`config.mk`:
```
export PLATFORM = sky130hd
export DESIGN_NAME = arsh_top5
export DESIGN_NICKNAME = d
export VERILOG_FILES = /design/src/sv/arsh_pkg.sv /design/src/sv/arsh_top5.sv
export SDC_FILE = /design/constraint.sdc
export NUM_CORES = 1
export LEC_CHECK = 0
export BUFFER_PORTS_ARGS = -buffer_cell sky130_fd_sc_hd__clkbuf_2
export CAP_MARGIN = 30
export CORE_UTILIZATION = 32
export CTS_BUF_LIST = sky130_fd_sc_hd__clkbuf_4 sky130_fd_sc_hd__clkbuf_8
export DETAILED_ROUTE_END_ITERATION = 12
export PLACE_DENSITY = 0.54
export SLEW_MARGIN = 5
export SYNTH_ARGS = -nofsm -noshare
export SYNTH_HDL_FRONTEND = slang
export SYNTH_SLANG_ARGS = --single-unit
```
`constraint.sdc`:
```
create_clock -name clk -period 4.6 [get_ports clk]
set_input_delay 0.69 -clock clk [delete_from_list [all_inputs] [get_ports clk]]
set_output_delay 0.69 -clock clk [all_outputs]
set_load 0.05 [all_outputs]
```
`src/sv/arsh_pkg.sv`:
```
`timescale 1ns / 1ps
`default_nettype none
// ----------------------------------------------------------------------------
// arsh_pkg
// Shared types and constants of the address range sample histogram.
// ----------------------------------------------------------------------------
package arsh_pkg;

	localparam int TABLE_DEPTH  = 16384;
	localparam int MAX_BINS     = 1000;
	localparam int SAMPLE_LIMIT = 500000;
	localparam int TOP_N        = 5;
	localparam int MAX_OUT      = 5;
	localparam int N_OUT        = (TOP_N < MAX_OUT) ? TOP_N : MAX_OUT;

	localparam int ADDR_W = 64;
	localparam int AW     = $clog2(TABLE_DEPTH);
	localparam int SIZE_W = $clog2(TABLE_DEPTH + 1);
	localparam int KEY_W  = SIZE_W;
	localparam int CNT_W  = 19;
	localparam int BIN_W  = 11;
	localparam int IDX_W  = 14;
	localparam int RANK_W = 3;
	localparam int SEL_W  = (N_OUT > 1) ? $clog2(N_OUT) : 1;

	typedef enum logic [1:0] {
		OP_START  = 2'd0,
		OP_LOAD   = 2'd1,
		OP_SAMPLE = 2'd2,
		OP_REPORT = 2'd3
	} op_t;

	typedef enum logic [1:0] {
		ST_RANKED = 2'd0,
		ST_NONE   = 2'd1,
		ST_REJECT = 2'd2
	} status_t;

	typedef enum logic [3:0] {
		S_CLEAR,
		S_IDLE,
		S_RD0,
		S_CHK0,
		S_MID,
		S_CMP,
		S_CNT_RD,
		S_CNT_WR,
		S_SCAN0,
		S_SCAN,
		S_EMIT,
		S_ONE
	} state_t;

	typedef struct packed {
		logic [1:0]        operation;
		logic [ADDR_W-1:0] symbol_start;
		logic [ADDR_W-1:0] sample_address;
	} req_t;

	typedef struct packed {
		logic [1:0]        status;
		logic [RANK_W-1:0] rank;
		logic [IDX_W-1:0]  symbol_index;
		logic              is_unknown;
		logic [CNT_W-1:0]  bin_count;
		logic [CNT_W-1:0]  total_samples;
		logic              last;
	} rsp_t;

	// One slot of the running top list.
	typedef struct packed {
		logic             vld;
		logic [CNT_W-1:0] cnt;
		logic [KEY_W-1:0] key;
	} ent_t;

endpackage
`default_nettype wire

```
`src/sv/arsh_top5.sv`:
```
`timescale 1ns / 1ps
`default_nettype none
// ----------------------------------------------------------------------------
// arsh_top5
// Running sorted list of the largest bins, one candidate inserted per cycle.
// ----------------------------------------------------------------------------
module arsh_top5 import arsh_pkg::*; (
	input  wire logic                   clk,
	input  wire logic                   arst_n,
	input  wire logic                   clr,
	input  wire logic                   offer,
	input  wire logic [CNT_W-1:0]       ocnt,
	input  wire logic [KEY_W-1:0]       okey,
	output ent_t      [N_OUT-1:0]       list
);

	ent_t [N_OUT-1:0] list_q;
	ent_t [N_OUT-1:0] list_d;
	logic [N_OUT-1:0] gt;
	ent_t             cand;

	// Keys arrive in ascending order, so a tie stays behind the older entry.
	always_comb begin
		cand = '{vld: 1'b1, cnt: ocnt, key: okey};
		for (int i = 0; i < N_OUT; i++) begin
			gt[i] = !list_q[i].vld || (ocnt > list_q[i].cnt);
		end
		for (int i = 0; i < N_OUT; i++) begin
			if (!gt[i]) begin
				list_d[i] = list_q[i];
			end else if (i > 0 && gt[(i > 0) ? i - 1 : 0]) begin
				list_d[i] = list_q[(i > 0) ? i - 1 : 0];
			end else begin
				list_d[i] = cand;
			end
		end
	end

	// List register; empty bins are never entered.
	always_ff @(posedge clk or negedge arst_n) begin
		if (!arst_n) begin
			list_q <= '0;
		end else if (clr) begin
			list_q <= '0;
		end else if (offer && ocnt != '0) begin
			list_q <= list_d;
		end
	end

	assign list = list_q;

endmodule
`default_nettype wire

```
==> flow_summary.rst, run 1 <==
.. list-table::
   :header-rows: 1

   * - Metric
     - Value
   * - Result of the run
     - finished, final reports clean
   * - CP Depth
     - 10
   * - Antenna violations before repair
     - 2
   * - Largest register FFs
     - 175
   * - Count of buffers inserted at the top-level ports
     - 212
   * - Sum of met3 wire segment lengths after detailed routing
     - ~1400 um
   * - Clock period minus worst slack
     - 3340 ps
   * - Share of flip-flops with an asynchronous set or reset after synthesis
     - 100%
   * - Count of max-cap constraint violations
     - 0
   * - Synth area leaders
     - dfrtp_1 43%, mux2i_1 13%, o2bb2ai_1 12%
   * - Number of levels in the clock H-tree
     - 4
   * - Via density
     - 5.39
   * - Slowest cell delay on critical path
     - 460 ps
   * - Gate family responsible for the most delay along the worst path
     - simple AND/OR/NAND/NOR gates
   * - Clock latency reported for the late side of the worst-skew pair
     - 490 ps
   * - Hold_buf cts
     - 0
   * - Synthesis-to-finish area growth
     - 19.0%
   * - GRT Util Overall
     - 21.6%
   * - Cell chain of the critical path
     - clkbuf_2, ha_1, nand4_1, nor4_1, o21ai_1, and3_1, a2bb2oi_4, and2_1, buf_4, a22o_1
   * - Worst hold slack after final layout
     - approximately 190 ps
   * - Max-slew headroom
     - between 40 and 50%
   * - WS Path Type
     - in2reg
   * - Synthesized netlist net count
     - 1033
   * - Post-route DRC
     - 0
   * - Setup repair after global routing missed its margin
     - no
   * - Remaining Overflow, GRT
     - 0
   * - Inserted Clock Buffers
     - 17
   * - Largest net degree at the start of global routing
     - 68
   * - Clock network fraction of total power
     - 31.8%
   * - Setup clock skew after layout
     - 23.5 ps
   * - Total Wirelength
     - 34500 um
   * - Number of global-route vias before repair
     - 8263
   * - Routed wirelength normalized by instance count
     - about 23 um
   * - Effective utilization at floorplan
     - 32.9%
   * - Clk buf depth
     - 2
   * - Sinks on the clock net
     - roughly 180
   * - Final Cell Area
     - roughly 12000 sq um
   * - Setup total negative slack
     - 0 ps
   * - Number of rows in the core area
     - 64
   * - Detailed-routing wirelength on met1
     - 16900 um
   * - Commonest cells after routing, fill and taps aside
     - 211 x clkbuf_2, 175 x dfrtp_1, 137 x mux2i_1, 136 x o2bb2ai_1, 96 x inv_1
   * - EDFF count, synth
     - 0
   * - Portion of total power attributed to combinational logic
     - 21.1%
   * - Synth Warn #
     - 0
   * - Combined area of all synthesized cells
     - 10200 sq um
   * - Area of the core
     - 30900 sq um
   * - Crit path max-delay cell type
     - a2bb2oi_4
   * - Area enclosed by the die boundary
     - roughly 33000 sq um
   * - Setup fix buffers added after clock tree synthesis
     - 0
   * - Crit end category
     - register
   * - P_leak
     - 0.00572 uW
   * - Max Fanout on Critical Path
     - 28
   * - Worst hold path type
     - in2async
   * - Number of instances in the synthesized netlist
     - 900
   * - Part of the Yosys area used for sequential elements
     - 43.0%
   * - Source of the critical timing path
     - ocnt[12]
   * - Fraction of power consumed by sequential logic
     - between 40 and 50%
   * - Standard cell area after detailed placement
     - 11700 sq um
   * - Reg-to-reg slack, setup
     - about 1300 ps
   * - RePlAce Congestion
     - 0.840
   * - Transition at the pin with the smallest max-transition slack
     - 813 ps
   * - Library cell used as clock root buffer
     - clkbuf_8
   * - Number of max-slew violations in the final report
     - 0
   * - Startpoint of the lowest-slack register-to-register path
     - list[31]
   * - Register bit total from synthesis
     - 175
   * - Capturing instance or port of the critical path
     - list[5]
   * - Period utilisation layout
     - 72.6%
   * - CTS tree
     - done
   * - Top achievable clock speed
     - about 300 MHz
   * - Wire length of the first global-routing pass
     - 53000 um
   * - Maximum vdd drop
     - about 0.00018 V
   * - Switching power share of the total
     - between 30% and 40%
   * - Fraction of final layout cells sized beyond drive strength 1
     - 24.9%
   * - Endpoint of the lowest-slack register-to-register path
     - list[5]
   * - Total of endpoints with negative setup slack in the final report
     - 0
   * - Most common library cell in the layout ignoring fill and taps
     - clkbuf_2
   * - Horizontal die dimension
     - 180 um
   * - Final number of hold-violating endpoints
     - 0
   * - Cells resized by post-CTS repair
     - 0
   * - Required time of the critical path
     - 5010 ps
   * - Vertical die dimension
     - about 180 um
   * - Antenna violation net count after detailed routing
     - 0
   * - Clock slew at the register clock pins of the worst setup and hold paths
     - 90 ps
   * - Detail Route met2 WL
     - 15400 um
   * - Most frequently used flop master after synthesis
     - dfrtp_1
   * - Internal power
     - 2270 uW
   * - Areal power density over the cells
     - between 200 and 300 nW/um^2
   * - Switching component of the power
     - between 1000 and 1500 uW
   * - Library cell with the largest summed area after synthesis
     - dfrtp_1
   * - Count of nets after finishing
     - 1238
   * - Number of distinct library cell variants in the gate-level netlist after synthesis
     - 51
   * - Arrival time of the worst setup path
     - 3750 ps
   * - Post-synth top area share
     - 43.0%
   * - Detailed placement HPWL
     - 24900 um
   * - Average cell area after synthesis
     - 11.3 sq um
   * - Total buffers and inverters traversed by the critical path
     - 2
   * - Vias post-DR
     - 8164
   * - Violation count after the first detailed-routing iteration
     - 499
   * - Top-level port count
     - ~210
   * - Nature of the critical path startpoint
     - primary input
   * - Highest layer used for signal routing
     - met4
   * - 1st-pass router iterations
     - 5
   * - Worst R2R Path Depth
     - 10
-- power groups by stage --
stage	registers [uW]	logic (uW)	clock network, uW
after CTS	1650	741	1150
final	1650	737	1110
after floorplan	1840	296	0
after detailed placement	1680	738	0
after global routing	1660	799	1220
after global placement	1680	733	0
-- worst reg2reg max path, cell delays in order (launching register included) --
cell       delay (ps)
dfrtp_1           450
inv_1              70
ha_1              290
nand4_1           160
nor4_1            460
o21ai_1           140
and3_1            210
a2bb2oi_4         460
and2_1            360
buf_4             420
a22o_1            230
-- how the worst min path moves through the flow --
stage	endpoint	cells after the start
2_1_floorplan	list[0]	0
3_3_place_gp	list[154]	1
3_5_place_dp	list[154]	1
4_1_cts	list[124]	1
5_1_grt	list[124]	1
6_report	list[124]	1
-- kinds of logic after synthesis --
family / Yosys count / synth area share [%]
and+or+nand+nor: 90 / 4.86
muxes: 137 / 13.5
adders and majority gates: 95 / 11.7
AOI/OAI and AO/OA: 259 / 20.4
DFF: 175 / 43.0
buffers and inverters: 144 / 6.60
-- through the flow --
stage	total power (uW)	util [%]	cells	setup WS, ps
2_1_floorplan	2140	-	900	1900
5_1_grt	3680	39.2	1516	1020
3_5_place_dp	2420	37.9	1482	772
4_1_cts	3540	39.2	1514	1270
3_3_place_gp	2410	37.9	1482	932
6_report	3500	39.2	1516	1260
-- cell type report --
cell class,instances,area (sq um)
Sequential cell,175,4380
Clock inverter,13,133
Multi-Input combinational cell,581,5170
Tap cell,396,495
Fill cell,3130,18800
Antenna cell,2,5.00
Inverter,96,360
Clock buffer,19,262
Timing Repair Buffer,234,1310
-- per-layer routing --
layer,up-vias,track usage (%)
met1,4132,30.6
met4,0,7.18
li1,3802,-
met5,-,0
met3,39,4.22
met2,191,32.9
-- cells in the mapped netlist (3+ instances only) --
master	count
buf_2	30
buf_12	3
nor4_1	6
nand2_1	26
nor2_1	8
and4_1	4
a22o_1	34
a21oi_1	35
o21ai_0	14
nor3_1	3
dfrtp_1	175
o21a_1	5
clkbuf_4	3
nand2b_1	3
inv_1	96
clkbuf_1	4
o2bb2ai_1	136
nor2b_1	5
ha_1	95
nand3_1	7
buf_4	7
nand4_1	15
mux2i_1	137
and3_1	4
a21o_1	10
No activity file was read; power rests on OpenSTA's default activity.
==> run 2, diff against run 1 <==
- clock period: 4.6 -> 3.3 ns (I/O delays scaled with it)
==> run 2 against run 1 <==
Net effect: flip-flop and latch count unchanged; clock skew about the same; sequential power rose by 39%; highest routed layer unchanged; routed wire length shrank 1.4%; count of clock-buffer cells in the layout up 1; die area did not move; clock power is 48% higher; cell area grew 2.2%.
==> flow_summary.rst, run 2 (synthesized netlist as in run 1, its figures left out) <==
.. list-table::
   :header-rows: 1

   * - Metric
     - Value
   * - Area of the core
     - 30900 sq um
   * - Number of inserted diodes
     - 0
   * - Detail Route met2 WL
     - 14900 um
   * - Required time of the critical path
     - 3660 ps
   * - Via density
     - roughly 5.3
   * - Crit path max-delay cell type
     - dfrtp_1
   * - Remaining Overflow, GRT
     - 0
   * - Total instance count after detailed placement
     - about 1500
   * - Wire length of the first global-routing pass
     - around 52000 um
   * - Area enclosed by the die boundary
     - 32500 sq um
   * - Startpoint of the lowest-slack register-to-register path
     - list[68]
   * - WS Path Type
     - reg2reg
   * - Top-level port count
     - around 210
   * - Count of buffers inserted at the top-level ports
     - around 210
   * - CP Depth
     - 10
   * - Transition at the pin with the smallest max-transition slack
     - roughly 830 ps
   * - Total Wirelength
     - 34000 um
   * - Number of max-slew violations in the final report
     - 0
   * - Final Non-Filler Cells
     - 1544
   * - Count of nets after finishing
     - ~1300
   * - Portion of total power attributed to combinational logic
     - a little over a fifth
   * - Result of the run
     - finished, final reports clean
   * - RePlAce Congestion
     - 0.890
   * - Clock slew at the register clock pins of the worst setup and hold paths
     - 100 ps
   * - Detailed placement HPWL
     - 25200 um
   * - Clk buf depth
     - 2
   * - Count of max-cap constraint violations
     - 0
   * - Synthesis-to-finish area growth
     - 21.6%
   * - Inserted Clock Buffers
     - 17
   * - Total of endpoints with negative setup slack in the final report
     - 0
   * - Arrival time of the worst setup path
     - roughly 3300 ps
   * - Horizontal die dimension
     - 180 um
   * - Nature of the critical path startpoint
     - register
   * - Detailed-routing wirelength on met1
     - 16800 um
   * - Hold_buf cts
     - 0
   * - Endpoint of the lowest-slack register-to-register path
     - list[73]
   * - Violation count after the first detailed-routing iteration
     - roughly 560
   * - Total buffers and inverters traversed by the critical path
     - 2
   * - Routed wirelength normalized by instance count
     - 22.0 um
   * - Cells resized by post-CTS repair
     - 0
   * - GRT Util Overall
     - between 20% and 30%
   * - Sum of met3 wire segment lengths after detailed routing
     - 1490 um
   * - Setup fix buffers added after clock tree synthesis
     - 0
   * - Cell chain of the critical path
     - inv_1, ha_1, and4_4, nand3_1, or3_1, o2111a_1, a22oi_2, buf_4, mux2i_1, o2bb2ai_1
   * - Vias post-DR
     - between 8000 and 9000
   * - Reg-to-reg slack, setup
     - 360 ps
   * - Vertical die dimension
     - 180 um
   * - Setup repair after global routing missed its margin
     - no
   * - Period utilisation layout
     - 89.1%
   * - Setup clock skew after layout
     - 23.9 ps
   * - Crit end category
     - register
   * - Clock period minus worst slack
     - just under 3000 ps
   * - Antenna violation net count after detailed routing
     - 0
   * - Antenna violations before repair
     - 0
   * - Gate family responsible for the most delay along the worst path
     - compound AO/OA/AOI/OAI gates
   * - Slowest cell delay on critical path
     - roughly 470 ps
   * - Commonest cells after routing, fill and taps aside
     - 211 x clkbuf_2, 175 x dfrtp_1, 137 x mux2i_1, 136 x o2bb2ai_1, 96 x inv_1
   * - Highest layer used for signal routing
     - met4
   * - Area occupied by multi-input gates
     - 5170 sq um
   * - Clock latency reported for the late side of the worst-skew pair
     - about 490 ps
   * - Number of levels in the clock H-tree
     - 4
   * - Max-slew headroom
     - 44.4%
   * - Switching component of the power
     - 1720 uW
   * - Maximum vdd drop
     - 0.000246 V
   * - Fraction of final layout cells sized beyond drive strength 1
     - a little over a quarter
   * - Library cell used as clock root buffer
     - clkbuf_8
   * - Final number of hold-violating endpoints
     - 0
   * - CTS tree
     - done
   * - 1st-pass router iterations
     - 4
   * - Top achievable clock speed
     - 340 MHz
   * - Post-route DRC
     - 0
   * - Number of rows in the core area
     - 64
   * - Setup total negative slack
     - 0 ps
   * - Fraction of power consumed by sequential logic
     - 46.0%
   * - Clock network fraction of total power
     - 32.8%
   * - Worst R2R Path Depth
     - 10
   * - Total area of sequential cells
     - around 4400 sq um
   * - Areal power density over the cells
     - a little over 400 nW/um^2
   * - Filler cell count in the final layout
     - a little over 3000
   * - Most common library cell in the layout ignoring fill and taps
     - clkbuf_2
   * - P_leak
     - 0.00590 uW
   * - Largest net degree at the start of global routing
     - 82
   * - Sinks on the clock net
     - 175
   * - Switching power share of the total
     - 34.4%
   * - Internal power
     - 3280 uW
   * - Effective utilization at floorplan
     - 32.9%
   * - Max Fanout on Critical Path
     - 13
   * - Worst hold path type
     - in2async
   * - Largest register FFs
     - around 180
   * - Number of global-route vias before repair
     - approximately 8200
## run 2: worst max-delay path by stage
stage | endpoint | from | slack [ps]
finish | list[73] | list[68] | 360
global route | list[65] | list[28] | 170
CTS | list[73] | list[68] | 350
detailed placement | list[154] | ocnt[6] | 130
global placement | list[136] | ocnt[6] | 130
floorplan | list[85] | list[60] | 600
## run 2: metrics by stage
step	utilization [%]	total power (uW)	area [sq um]	hold slack (ps)	setup slack, ps
after floorplan	-	2980	10200	199	601
after global placement	38.7	3390	12000	474	126
after detailed placement	38.7	3400	12000	477	131
after CTS	40.0	5040	12400	79.8	353
after global routing	40.0	5210	12400	99.4	167
final	40.0	5000	12400	59.8	359
## run 2: power groups by stage
stage               registers [uW]  clock network [uW]  logic (uW)
finish                        2300                1640        1060
floorplan                     2570                   0         412
global placement              2340                   0        1050
global route                  2310                1750        1140
detailed placement            2340                   0        1060
CTS                           2300                1680        1060
## run 2: metal layers
layer,global-route usage [%],vias up
li1,-,3868
met1,30.4,4093
met2,31.7,237
met3,3.96,38
met4,6.80,0
met5,0,-
## run 2: worst register-to-register path, cell delays in order (launching register included)
cell,delay [ps]
dfrtp_1,470
inv_1,70
ha_1,290
and4_4,250
nand3_1,70
or3_1,350
o2111a_1,250
a22oi_2,400
buf_4,370
mux2i_1,230
o2bb2ai_1,80
## run 2: cell type report
cell class                 count  area share [%]
inverter                      96            2.91
clock buffer                  20            2.17
tap                          396            4.00
multi-input combinational    581            41.8
timing repair buffer         264            12.6
clock inverter                12            1.18
sequential                   175            35.4
==> run 3, diff against run 2 <==
- ABC_AREA: default -> 1
==> run 3 against run 2 <==
Net effect: synthesized area increased by 12%; register-to-register slack improved by 110 ps; cell area rose by 8.3%; first-iteration DRC count rose by 59%; critical path depth is 4 higher; non-clock buffer count shrank 13; maximum frequency is 4.0% higher; count of clock-buffer cells in the layout is 1 lower; worst setup slack improved by 110 ps; die area grew 12%; largest power group unchanged; highest routed layer unchanged.
==> flow_summary.rst, run 3 <==
.. list-table::
   :header-rows: 1

   * - Metric
     - Value
   * - Synth area leaders
     - dfrtp_1 38%, nand2_1 28%, ha_1 10%
   * - Switching component of the power
     - 2140 uW
   * - Final number of hold-violating endpoints
     - 0
   * - Synthesis-to-finish area growth
     - 17.2%
   * - Transition at the pin with the smallest max-transition slack
     - 993 ps
   * - Startpoint of the lowest-slack register-to-register path
     - list[102]
   * - Switching power share of the total
     - 39.8%
   * - Remaining Overflow, GRT
     - 0
   * - Number of rows in the core area
     - between 60 and 70
   * - Average cell area after synthesis
     - roughly 6.9 sq um
   * - Start point of the worst min-delay path
     - okey[0]
   * - Fraction of final layout cells sized beyond drive strength 1
     - 16.3%
   * - Total Wirelength
     - 42400 um
   * - Antenna violations before repair
     - 1
   * - Share of flip-flops with an asynchronous set or reset after synthesis
     - 100%
   * - Setup fix buffers added after clock tree synthesis
     - 0
   * - Worst hold path type
     - in2reg
   * - Area of the core
     - 34900 sq um
   * - Horizontal die dimension
     - around 190 um
   * - Synthesized netlist net count
     - 1798
   * - Fraction of power consumed by sequential logic
     - 44.1%
   * - Clk buf depth
     - 2
   * - CTS tree
     - done
   * - Wire length of the first global-routing pass
     - 65600 um
   * - Sinks on the clock net
     - 175
   * - Clock period minus worst slack
     - 2830 ps
   * - Utilization after layout
     - 38.4%
   * - Count of max-cap constraint violations
     - 0
   * - Largest net degree at the start of global routing
     - 70
   * - Setup total negative slack
     - 0 ps
   * - EDFF count, synth
     - 0
   * - Arrival time of the worst setup path
     - 3270 ps
   * - Total of endpoints with negative setup slack in the final report
     - 0
   * - Post-route DRC
     - 0
   * - Area enclosed by the die boundary
     - approximately 37000 sq um
   * - 1st-pass router iterations
     - 6
   * - Required time of the critical path
     - 3740 ps
   * - Combined area of all synthesized cells
     - about 11000 sq um
   * - Max Fanout on Critical Path
     - 35
   * - Worst-case setup margin in the final layout
     - 473 ps
   * - Library cell with the largest summed area after synthesis
     - dfrtp_1
   * - Routed wirelength normalized by instance count
     - 18.3 um
   * - Top achievable clock speed
     - 354 MHz
   * - Clock network fraction of total power
     - 28.6%
   * - Number of global-route vias before repair
     - between 10000 and 15000
   * - Detailed placement HPWL
     - 30300 um
   * - Clock latency reported for the late side of the worst-skew pair
     - ~500 ps
   * - Power consumption
     - around 5400 uW
   * - GRT Util Overall
     - 23.8%
   * - Number of instances in the synthesized netlist
     - 1665
   * - Effective utilization at floorplan
     - 32.8%
   * - Areal power density over the cells
     - 401 nW/um^2
   * - Library cell used as clock root buffer
     - clkbuf_8
   * - Worst R2R Path Depth
     - 14
   * - RePlAce Congestion
     - about 0.86
   * - Number of max-slew violations in the final report
     - 0
   * - Source of the critical timing path
     - list[102]
   * - Number of levels in the clock H-tree
     - 4
   * - Top-level port count
     - 213
   * - Filler cell count in the final layout
     - 3753
   * - Total area of sequential cells
     - between 4000 and 5000 sq um
   * - Post-Place Setup Slack
     - 345 ps
   * - Vertical die dimension
     - ~190 um
   * - Max-slew headroom
     - 33.7%
   * - Largest register FFs
     - ~180
   * - Count of nets after finishing
     - roughly 2000
   * - Inserted Clock Buffers
     - 17
   * - Register bit total from synthesis
     - 175
   * - Antenna violation net count after detailed routing
     - 0
   * - Hold EP
     - list[0]
   * - Part of the Yosys area used for sequential elements
     - 38.3%
   * - Area occupied by multi-input gates
     - 6150 sq um
   * - Commonest cells after routing, fill and taps aside
     - 844 x nand2_1, 211 x clkbuf_2, 184 x nand3_1, 175 x dfrtp_1, 124 x inv_1
   * - Violation count after the first detailed-routing iteration
     - 891
   * - Most frequently used flop master after synthesis
     - dfrtp_1
   * - Nature of the critical path startpoint
     - register
   * - Cell count of the worst hold path
     - 3
   * - WS Path Type
     - reg2reg
   * - Reg-to-reg slack, setup
     - 470 ps
   * - Maximum vdd drop
     - 0.000264 V
   * - Result of the run
     - finished, final reports clean
   * - Synth Warn #
     - 0
   * - Vias post-DR
     - 11500
   * - Endpoint of the lowest-slack register-to-register path
     - list[89]
   * - Via density
     - 4.93
   * - Internal power
     - about 3200 uW
   * - Cell with the most instances after synthesis
     - nand2_1
   * - P_leak
     - between 0.007 and 0.008 uW
   * - Period utilisation layout
     - 85.7%
   * - Count of buffers inserted at the top-level ports
     - between 200 and 250
   * - Clock slew at the register clock pins of the worst setup and hold paths
     - 100 ps
   * - Commonest cells in the synthesized netlist
     - 845 x nand2_1, 184 x nand3_1, 175 x dfrtp_1, 125 x inv_1, 95 x ha_1
   * - Setup repair after global routing missed its margin
     - no
   * - Crit end category
     - register
   * - Post-synth top area share
     - around two fifths
   * - Most common library cell in the layout ignoring fill and taps
     - nand2_1
   * - Worst hold slack after final layout
     - 293 ps
   * - Portion of total power attributed to combinational logic
     - 27.3%
   * - Number of distinct library cell variants in the gate-level netlist after synthesis
     - 29
   * - Setup clock skew after layout
     - 22.9 ps
[run 3: cell types whose count changed in the layout (fill, tap and decap cells not counted), sizes merged, moves of 14 or more]
cell     before  now
mux2i       137    0
o2bb2ai     136    0
nand2        28  857
nand3         7  187
nor2          8   46
inv         103  132
o21ai        16   44
buf          53   39
a22o         34    0
[run 3: worst max path at each step]
stage	slack, ps	to
floorplan	950	list[120]
global placement	380	list[80]
detailed placement	340	list[89]
CTS	490	list[89]
global route	180	list[76]
finish	470	list[89]
[run 3: through the flow]
stage	std cells	area (sq um)
global placement	2289	13000
global route	2323	13400
floorplan	1665	11400
CTS	2321	13400
detailed placement	2289	13000
finish	2323	13400
[run 3: cell families after synthesis]
| kind of cell | share of synthesized area [%] |
|---|---|
| and+or+nand+nor | 39.5 |
| buffers and inverters | 7.94 |
| DFF | 38.3 |
| adders and majority gates | 10.4 |
| AOI/OAI and AO/OA | 3.88 |
[run 3: timing repair]
action	4_1_cts	5_1_grt
resized for setup	0	0
hold buffers	1	0
hold endpoints to repair	29	0
[run 3: critical path, stage by stage, from the launching register on]
cell and delay, ps:
dfrtp_1 500, inv_1 80, ha_1 280, nand2_1 50, nor2_1 140, nand2_1 140, inv_1 100, nand4_1 80
nand3_1 120, nand2_4 120, nand2_4 80, nand2_2 70, nor2_4 750, nand2_1 130, nand2_1 90
[run 3: area by class of cell]
type	instances	share of cell area, %
Clock buffer	19	1.86
Sequential cell	175	32.7
Timing Repair Buffer	251	10.8
Multi-Input combinational cell	1283	45.9
Antenna cell	1	0.0187
Inverter	127	3.56
Tap cell	455	4.25
Clock inverter	12	0.962
[run 3: power by group through the flow]
stage	registers (uW)	clock network [uW]	logic [uW]
6_report	2370	1540	1470
5_1_grt	2390	1650	1620
4_1_cts	2370	1580	1470
3_5_place_dp	2420	0	1460
3_3_place_gp	2410	0	1450
2_1_floorplan	2720	0	615
[run 3: per-layer routing]
layer	vias to the layer above	GRT usage, %	wire, um
met1	5430	32.3	19300
met2	383	37.6	19200
met5	-	0	0
met3	47	5.07	3000
met4	0	7.33	922
li1	5600	-	-
